$ cat src/rtl/core/slfc_pkg.sv
// -----------------------------------------------------------------------------
// slfc_pkg
// Shared constants and types for the sync-word, length-prefixed frame checker.
// -----------------------------------------------------------------------------
package slfc_pkg;

   localparam logic [7:0]  SYNC_HEAD     = 8'h5A;
   localparam logic [7:0]  SYNC_TAIL     = 8'hA5;
   localparam logic [15:0] MIN_FRAME     = 16'd8;
   localparam logic [15:0] PAYLOAD_START = 16'd6;

   // Frame offsets decoded before the payload starts.
   localparam logic [15:0] OFS_HEAD0   = 16'd0;
   localparam logic [15:0] OFS_HEAD1   = 16'd1;
   localparam logic [15:0] OFS_TYPE    = 16'd3;
   localparam logic [15:0] OFS_LEN_LO  = 16'd4;
   localparam logic [15:0] OFS_LEN_HI  = 16'd5;

   typedef enum logic [0:0] {
      KIND_PAYLOAD = 1'b0,
      KIND_STATUS  = 1'b1
   } kind_type;

   typedef enum logic [2:0] {
      STATUS_OK        = 3'd0,
      STATUS_TOO_SHORT = 3'd1,
      STATUS_LEN_ERR   = 3'd2,
      STATUS_BAD_HEAD  = 3'd3,
      STATUS_BAD_TAIL  = 3'd4
   } status_type;

   // One result item as it travels from the parser to the output register.
   typedef struct packed {
      kind_type    result_kind;
      logic [7:0]  payload_byte;
      logic [15:0] payload_index;
      logic [7:0]  frame_type;
      logic [15:0] payload_length;
      status_type  frame_status;
      logic        last;
   } result_type;

endpackage

$ cat src/rtl/core/slfc_parser.sv
// -----------------------------------------------------------------------------
// slfc_parser
// Frame state registers and the single-pass decode of one received byte.
// -----------------------------------------------------------------------------
module slfc_parser
   import slfc_pkg::*;
(
   input  logic       clock,
   input  logic       reset,
   input  logic       accept,
   input  logic [7:0] rx_byte,
   input  logic       frame_end,
   output logic       res_valid,
   output result_type res_item
);

   logic [15:0] byte_count_ff, byte_count_in;
   logic        reached_ff, reached_in;
   logic        head_good_ff, head_good_in;
   logic [7:0]  type_ff, type_in;
   logic [7:0]  len_low_ff, len_low_in;
   logic [15:0] length_ff, length_in;
   logic [15:0] left_ff, left_in;
   logic [7:0]  prev_ff, prev_in;

   logic [15:0] count_next;
   logic        decoding;
   logic        early;
   logic        head_upd;
   logic [7:0]  type_upd;
   logic [7:0]  len_low_upd;
   logic [15:0] length_upd;
   logic [15:0] left_upd;
   logic        reached_upd;
   logic        emit;
   status_type  status;

   always_comb begin
      count_next  = byte_count_ff + 16'd1;
      decoding    = !reached_ff;
      early       = decoding && (byte_count_ff < PAYLOAD_START);

      head_upd    = head_good_ff;
      if (decoding && (byte_count_ff == OFS_HEAD0 || byte_count_ff == OFS_HEAD1)
          && rx_byte != SYNC_HEAD) begin
         head_upd = 1'b0;
      end
      type_upd    = (decoding && byte_count_ff == OFS_TYPE) ? rx_byte : type_ff;
      len_low_upd = (decoding && byte_count_ff == OFS_LEN_LO) ? rx_byte : len_low_ff;
      if (decoding && byte_count_ff == OFS_LEN_HI) begin
         length_upd = {rx_byte, len_low_ff};
         left_upd   = {rx_byte, len_low_ff};
      end else begin
         length_upd = length_ff;
         left_upd   = left_ff;
      end

      emit        = !early && (left_upd != 16'd0);
      reached_upd = reached_ff || (count_next >= MIN_FRAME);

      // The first failing check sets the status.
      if (!reached_upd) begin
         status = STATUS_TOO_SHORT;
      end else if (length_upd != (count_next - MIN_FRAME)) begin
         status = STATUS_LEN_ERR;
      end else if (!head_upd) begin
         status = STATUS_BAD_HEAD;
      end else if (prev_ff != SYNC_TAIL || rx_byte != SYNC_TAIL) begin
         status = STATUS_BAD_TAIL;
      end else begin
         status = STATUS_OK;
      end

      res_item.frame_type     = type_upd;
      res_item.payload_length = length_upd;
      if (frame_end) begin
         res_valid              = 1'b1;
         res_item.result_kind   = KIND_STATUS;
         res_item.payload_byte  = 8'd0;
         res_item.payload_index = 16'd0;
         res_item.frame_status  = status;
         res_item.last          = 1'b1;
      end else begin
         res_valid              = emit;
         res_item.result_kind   = KIND_PAYLOAD;
         res_item.payload_byte  = rx_byte;
         res_item.payload_index = length_upd - left_upd;
         res_item.frame_status  = STATUS_OK;
         res_item.last          = 1'b0;
      end

      // Hold by default; a closing byte returns everything to reset values.
      byte_count_in = byte_count_ff;
      reached_in    = reached_ff;
      head_good_in  = head_good_ff;
      type_in       = type_ff;
      len_low_in    = len_low_ff;
      length_in     = length_ff;
      left_in       = left_ff;
      prev_in       = prev_ff;
      if (accept) begin
         if (frame_end) begin
            byte_count_in = 16'd0;
            reached_in    = 1'b0;
            head_good_in  = 1'b1;
            type_in       = 8'd0;
            len_low_in    = 8'd0;
            length_in     = 16'd0;
            left_in       = 16'd0;
            prev_in       = 8'd0;
         end else begin
            byte_count_in = count_next;
            reached_in    = reached_upd;
            head_good_in  = head_upd;
            type_in       = type_upd;
            len_low_in    = len_low_upd;
            length_in     = length_upd;
            left_in       = emit ? (left_upd - 16'd1) : left_upd;
            prev_in       = rx_byte;
         end
      end
   end

   always_ff @(posedge clock) begin
      if (reset) begin
         byte_count_ff <= 16'd0;
         reached_ff    <= 1'b0;
         head_good_ff  <= 1'b1;
         type_ff       <= 8'd0;
         len_low_ff    <= 8'd0;
         length_ff     <= 16'd0;
         left_ff       <= 16'd0;
         prev_ff       <= 8'd0;
      end else begin
         byte_count_ff <= byte_count_in;
         reached_ff    <= reached_in;
         head_good_ff  <= head_good_in;
         type_ff       <= type_in;
         len_low_ff    <= len_low_in;
         length_ff     <= length_in;
         left_ff       <= left_in;
         prev_ff       <= prev_in;
      end
   end

endmodule

$ cat config.mk
export PLATFORM = sky130hd
export DESIGN_NAME = slfc_parser
export DESIGN_NICKNAME = d
export VERILOG_FILES = /design/src/rtl/core/slfc_pkg.sv /design/src/rtl/core/slfc_parser.sv
export SDC_FILE = /design/constraint.sdc
export NUM_CORES = 1
export LEC_CHECK = 0
export BUFFER_PORTS_ARGS = -buffer_cell sky130_fd_sc_hd__buf_2
export CAP_MARGIN = 20
export CORE_AREA = 3 3 125 139
export CTS_CLUSTER_SIZE = 40
export DETAILED_ROUTE_END_ITERATION = 10
export DIE_AREA = 0 0 128 142
export HOLD_SLACK_MARGIN = 0.12
export PLACE_DENSITY_LB_ADDON = 0.2
export SYNTH_ARGS = -nofsm -noshare
export SYNTH_HDL_FRONTEND = slang
export SYNTH_SLANG_ARGS = --single-unit
export TNS_END_PERCENT = 30
$ cat constraint.sdc
create_clock -name clock -period 5.35 [get_ports clock]
set_clock_uncertainty 0.2 [all_clocks]
set_input_delay 1.07 -clock clock [delete_from_list [all_inputs] [get_ports clock]]
set_output_delay 1.07 -clock clock [all_outputs]
set_load 0.01 [all_outputs]
==> results of run 1 <==
-- power by group through the flow --
| stage | sequential [mW] | combinational [mW] | clock [mW] |
|---|---|---|---|
| after detailed placement | 0.569 | 0.0837 | 0 |
| after global routing | 0.556 | 0.0920 | 0.665 |
| final | 0.556 | 0.0848 | 0.628 |
| after floorplan | 0.568 | 0.0499 | 0 |
| after CTS | 0.556 | 0.0840 | 0.641 |
| after global placement | 0.568 | 0.0827 | 0 |
-- tightest hold or removal path, cell delays in order (launching register included) --
cell	delay (ns)
dfxtp_1	0.32
a22oi_1	0.08
nor2_1	0.07
-- cells in the mapped netlist, types with 11 or more instances --
cell,count
a21oi_1,21
a22o_1,12
a22oi_1,43
clkbuf_1,42
dfxtp_1,74
ha_1,21
inv_1,15
mux2_2,16
mux2i_1,25
nand2_1,36
nand3_1,18
nand4_1,13
nor2_1,90
nor2b_1,13
nor3_1,20
o21ai_0,26
or3_1,11
xnor2_1,43
xor2_1,17
-- worst max path at each step --
stage	slack (ns)	end	cells past startpoint	from
3_3_place_gp	0.26	res_item[42]	17	byte_count_ff[12]$_SDFFE_PP0P_
6_report	0.21	res_item[3]	12	byte_count_ff[0]$_SDFFE_PP0P_
2_1_floorplan	0.04	res_item[42]	20	byte_count_ff[9]$_SDFFE_PP0P_
5_1_grt	-0.004	res_item[42]	20	byte_count_ff[5]$_SDFFE_PP0P_
4_1_cts	0.0003	res_item[3]	13	byte_count_ff[2]$_SDFFE_PP0P_
3_5_place_dp	0.18	res_item[42]	17	byte_count_ff[12]$_SDFFE_PP0P_
-- stage by stage --
stage / cells / worst slack [ns] / TNS (ns) / cell area [µm²] / hold WS [ns]
after detailed placement: 940 / 0.180 / 0 / 6170 / 0.272
after global routing: 962 / -0.00449 / -0.00449 / 6670 / 0.337
final: 962 / 0.214 / 0 / 6670 / 0.309
after CTS: 957 / 0.000313 / 0 / 6520 / 0.311
after floorplan: 690 / 0.0359 / 0 / 5560 / 0.251
after global placement: 940 / 0.264 / 0 / 6170 / 0.268
-- registers in the layout (all words and copies together) (netlist names) --
register / count
left_ff: 16
type_ff: 8
byte_count_ff: 16
head_good_ff: 1
prev_ff: 8
reached_ff: 1
length_ff: 16
len_low_ff: 8
-- layer usage --
metal | up-vias | global-route usage | wire [µm] | part of all wire
li1 | 2637 | - | - | -
met3 | 34 | 0.0248 | 666 | 0.036
met1 | 2660 | 0.250 | 8100 | 0.44
met4 | 0 | 0.0788 | 535 | 0.029
met2 | 130 | 0.346 | 9030 | 0.49
met5 | - | 0 | 0 | 0
-- cell type report --
type	count	area, µm²	share of cell area
Multi-Input combinational cell	546	3900	0.585
Sequential cell	74	1480	0.223
Timing Repair Buffer	106	667	0.100
Tap cell	204	255	0.0383
Clock buffer	9	225	0.0338
Clock inverter	7	77.6	0.0116
Inverter	16	60.1	0.00901
-- what timing repair did --
item,CTS,global route
gates cloned,0,1
hold buffers,0,0
endpoints found under the setup margin,5,8
buffers inserted,1,3
pin swaps,2,13
resized for setup,7,30
-- kinds of logic (layout without fill, tap and decap cells) --
family	after synthesis	count (layout)	synth area share
flops	74	74	0.267
buf+inv	70	138	0.0533
xor+xnor	61	61	0.0986
compound gates	162	162	0.209
simple gates	259	259	0.242
mux	42	42	0.0801
fa+ha+maj	22	22	0.0509
==> results by group, run 1 <==
Worst setup path
  • Crit end category: primary output
  • CP Data Arrival Time: between 3 and 4 ns
  • Worst-path cell with the longest stage delay: or4b_4
  • Critical Path Source Type: register
  • Reg2reg setup slack: approximately 1.6 ns
  • WP buf/inv: 2
  • Reg2Reg Capture Point: left_ff[13]$_SDFFE_PP0P_
  • Worst-path fanout max: 10
  • Worst R2R Path Depth: 14
  • Reg2reg start: byte_count_ff[12]$_SDFFE_PP0P_
  • Critical path cell sequence: buf_4, ha_1, and3_2, xnor2_1, ha_2, a21bo_1, or3_1, or4b_4, a2111oi_2, and3b_1, nor4b_4, buf_2
  • CP required: between 4 and 5 ns
  • CP max stage delay: about 0.5 ns
  • WS Path Type: reg2out
  • CP top delay family: simple AND/OR/NAND/NOR gates

Floorplan
  • Die X: approximately 130 µm
  • DIE AREA: between 15,000 and 20,000 µm²
  • I/O pins: between 60 and 70
  • Chip height: approximately 140 µm
  • Core ar.: 16,200 µm²
  • Rows: 49
  • Effective utilization at floorplan: 0.343

Place
  • Dpl hpwl: ~13,000 µm
  • GP Congestion: about 0.86
  • I/O Buffers: 65

Timing
  • Slew @ Worst Pin: between 0.8 and 0.9 ns
  • Slew HR: 0.451
  • Crit path time final: between 5 and 6 ns
  • Max Clk Rate: roughly 0.19 GHz
  • RSZ-0062 raised after global routing: yes
  • Final setup fails: 0
  • Hold Fails Final Rpt: 0
  • Final Max Slew Viols: 0
  • Final worst path period share: 0.960

Power
  • PnR Total Power: 1.27 mW
  • Logic pwr share: 0.067
  • Pwr Density: ~190 nW/µm²
  • Leak: 2.77 nW
  • Switch share: 0.257
  • Clock group share of total power: 0.495
  • Seq pwr share: 0.438
  • Sw power: 0.326 mW
  • Internal: between 0.9 and 1 mW
  • Worst VDD drop: approximately 0.13 mV

Yosys
  • Post-synth EDFFs: 0
  • Synth async-reset ratio: 0
  • Synth cell types: 68
  • Seq cells post-synth: 74
  • Largest cells by area after synthesis: dfxtp_1 (27%), xnor2_1 (6.8%), nor2_1 (6.1%)
  • Synth Warn #: 0
  • Largest area contributor in the netlist: dfxtp_1
  • Syn nets: between 700 and 800
  • Mean post-synth cell area: 8.05 µm²
  • Synthesized area: 5560 µm²
  • Post-synth top flop: dfxtp_1
  • Synth top area share: 0.267
  • Register area share after synthesis: 0.267
  • Post-Syn Instances: ~700

Detailed routing
  • Avg WL per Cell: between 15 and 20 µm
  • DRT iter0 DRCs: between 400 and 500
  • Via/cell ratio: about 5.7
  • Detailed Routing Iterations Pass 1: 5
  • DR vias: ~5,500
  • Routed WL: between 15,000 and 20,000 µm
  • Post-route DRC: 0
  • ANT nets after route: 0

Finish
  • Core Util, Final: 0.412
  • # nets final: between 700 and 800
  • Commonest non-fill, non-tap cells in the layout: nor2_1 (89), dfxtp_1 (72), buf_2 (65)
  • Share of cells above drive strength 1: 0.231
  • Layout overhead on the synthesized area: 20.0%
  • Commonest non-fill, non-tap cell in the layout: nor2_1
  • Layout fillers: 1,678
  • Ant. Diodes: 0

Clock network
  • CTS tree: yes
  • Clock root buffer: clkbuf_16
  • Clock network latency to the later pin of the worst-skew pair: roughly 0.33 ns
  • CTS H-tree depth: 3
  • Buffer depth of the longest clock path: 2
  • Clk slew on worst S/H paths: 0.06 ns
  • Clock sink total: 74
  • Inserted Clock Buffers: 9

Min path
  • Min-delay src: length_ff[7]$_SDFFE_PP0P_
  • Min-Delay Path Class: reg2reg
  • Cells on Worst Hold Path: 2
  • Hold Path End: length_ff[7]$_SDFFE_PP0P_

Status
  • Status: finished clean

GRT
  • Largest net degree at the start of global routing: 50
  • First-pass GRT wire length: around 29,000 µm
  • GRT Total Usage: 0.199
  • Vias in the first global route: ~5,500
  • Antenna violations before repair: 0
  • GRT overflow: 0

Flow run
  • Max cap viols: 0
Power figures use the tool's default switching activity.
==> run 2, diff against run 1 <==
--- a/config.mk
+++ b/config.mk
@@ -7,10 +7,10 @@
 export LEC_CHECK = 0
 export BUFFER_PORTS_ARGS = -buffer_cell sky130_fd_sc_hd__buf_2
 export CAP_MARGIN = 20
-export CORE_AREA = 3 3 125 139
+export CORE_AREA = 3 3 134 149
 export CTS_CLUSTER_SIZE = 40
 export DETAILED_ROUTE_END_ITERATION = 10
-export DIE_AREA = 0 0 128 142
+export DIE_AREA = 0 0 137 152
 export HOLD_SLACK_MARGIN = 0.12
 export PLACE_DENSITY_LB_ADDON = 0.2
 export SYNTH_ARGS = -nofsm -noshare
==> results by group, run 2 (synthesis gave the netlist of run 1 again) <==
Timing
  • Final Max Slew Viols: 0
  • Hold Fails Final Rpt: 0
  • Max Clk Rate: 0.194 GHz
  • Final worst path period share: 0.965
  • RSZ-0062 raised after global routing: yes
  • Worst hold slack: 0.294 ns
  • Setup TNS Final: 0 ns
  • Final setup fails: 0
  • Crit path time final: between 5 and 6 ns
  • Slew @ Worst Pin: ~0.9 ns
  • Slew HR: 0.400

Detailed routing
  • Post-route DRC: 0
  • Via/cell ratio: between 5 and 6
  • DR WL met2: around 9300 µm
  • Max Used Layer: met4
  • Avg WL per Cell: between 15 and 20 µm
  • Routed WL: between 15,000 and 20,000 µm
  • Detailed Routing Iterations Pass 1: 5
  • DRT iter0 DRCs: around 430
  • Met1 wire length: a little over 8000 µm
  • Met3 wire length: around 800 µm
  • ANT nets after route: 0
  • DR vias: approximately 5,500

Min path
  • Cells on Worst Hold Path: 2
  • Hold Path End: prev_ff[2]$_SDFFE_PP0P_
  • Min-delay src: prev_ff[2]$_SDFFE_PP0P_
  • Min-Delay Path Class: reg2reg

Floorplan
  • Core ar.: approximately 18,000 µm²
  • I/O pins: between 60 and 70
  • Rows: 52
  • DIE AREA: 20,800 µm²
  • Chip height: between 150 and 200 µm
  • Die X: roughly 140 µm
  • Effective utilization at floorplan: 0.301

Worst setup path
  • Critical Path Source Type: register
  • CP required: approximately 4.1 ns
  • CP Data Arrival Time: around 3.9 ns
  • Reg2reg start: byte_count_ff[14]$_SDFFE_PP0P_
  • Crit end category: primary output
  • WS Path Type: reg2out
  • Worst R2R Path Depth: 16
  • Reg2Reg Capture Point: left_ff[15]$_SDFFE_PP0P_
  • Reg2reg setup slack: ~1.4 ns
  • Worst-path fanout max: 17

Place
  • DP Area: between 6000 and 7000 µm²
  • Dpl hpwl: between 10,000 and 15,000 µm
  • I/O Buffers: between 60 and 70
  • GP Congestion: 0.830
  • Dpl cells: between 900 and 1,000

Clock network
  • Inserted Clock Buffers: 9
  • Clk slew on worst S/H paths: about 0.06 ns
  • # hold bufs at CTS: 0
  • Buffer depth of the longest clock path: 2
  • CTS tree: yes
  • Clock network latency to the later pin of the worst-skew pair: 0.35 ns
  • CTS H-tree depth: 3
  • Clock sink total: between 70 and 80
  • Clock root buffer: clkbuf_16

Flow run
  • Max cap viols: 0

GRT
  • Antenna violations before repair: 1
  • First-pass GRT wire length: about 29,000 µm
  • GRT overflow: 0
  • Largest net degree at the start of global routing: 50
  • GRT Total Usage: 0.178
  • Vias in the first global route: 5,291

Finish
  • # nets final: 788
  • Finished Layout Cells: roughly 1,000
  • Share of cells above drive strength 1: 0.240
  • Commonest non-fill, non-tap cells in the layout: nor2_1 (89), dfxtp_1 (70), buf_2 (66)
  • Layout overhead on the synthesized area: 22.2%
  • Commonest non-fill, non-tap cell in the layout: nor2_1
  • Top Registers: byte_count_ff: 16 flops, left_ff: 16 flops, length_ff: 16 flops
  • Final instance area: 6790 µm²

Power
  • Leak: around 2.8 nW
  • Pwr Density: between 150 and 200 nW/µm²
  • Worst VDD drop: around 0.15 mV

Status
  • Status: finished clean
[run 2: worst max-delay path by stage]
stage	from	end	cells past startpoint	slack, ns
floorplan	byte_count_ff[9]$_SDFFE_PP0P_	res_item[42]	20	0.04
global placement	byte_count_ff[12]$_SDFFE_PP0P_	res_item[3]	12	0.25
detailed placement	byte_count_ff[12]$_SDFFE_PP0P_	res_item[42]	17	0.13
CTS	byte_count_ff[12]$_SDFFE_PP0P_	res_item[43]	16	-0.03
global route	byte_count_ff[14]$_SDFFE_PP0P_	res_item[42]	20	-0.02
finish	byte_count_ff[14]$_SDFFE_PP0P_	res_item[3]	13	0.19
[run 2: report_power, final]
| group | total [mW] | internal, mW | leakage [nW] | switching [mW] |
|---|---|---|---|---|
| Combinational | 0.0849 | 0.0223 | 2.02 | 0.0626 |
| Clock | 0.694 | 0.426 | 0.164 | 0.268 |
| Sequential | 0.555 | 0.554 | 0.599 | 0.00174 |
[run 2: stage by stage]
stage	power, mW	worst slack [ns]	utilization
after floorplan	0.618	0.0359	-
after global placement	0.651	0.255	0.335
after detailed placement	0.652	0.131	0.335
after CTS	1.35	-0.0335	0.358
after global routing	1.38	-0.0202	0.367
final	1.33	0.190	0.367
[run 2: layout make-up]
cell class | count | area [µm²]
Antenna cell | 1 | 2.50
Clock buffer | 10 | 239
Clock inverter | 6 | 95.1
Fill cell | 1965 | 11700
Inverter | 16 | 60.1
Multi-Input combinational cell | 546 | 3940
Sequential cell | 74 | 1490
Tap cell | 243 | 304
Timing Repair Buffer | 107 | 657
[run 2: repair_timing]
item | 4_1_cts | 5_1_grt
setup buffers | 2 | 6
cloned | 0 | 1
endpoints found under the setup margin | 8 | 9
pin swaps | 7 | 10
gates resized for setup | 12 | 36
[run 2: critical path, cell delays in order (launching register included)]
cell and delay [ns]:
dfxtp_4 0.37, nor3_4 0.24, nand4_1 0.14, buf_6 0.16, nor3_4 0.22, buf_6 0.17
buf_6 0.20, mux2_2 0.41, xnor3_1 0.48, nand4_1 0.24, a2111oi_4 0.30, and3b_1 0.24
nor4b_4 0.20, buf_2 0.17
[run 2: metal layers]
metal | global-route usage | vias to the layer above
li1 | - | 2658
met1 | 0.225 | 2634
met2 | 0.295 | 131
met3 | 0.0377 | 28
met4 | 0.0651 | 0
met5 | 0 | -
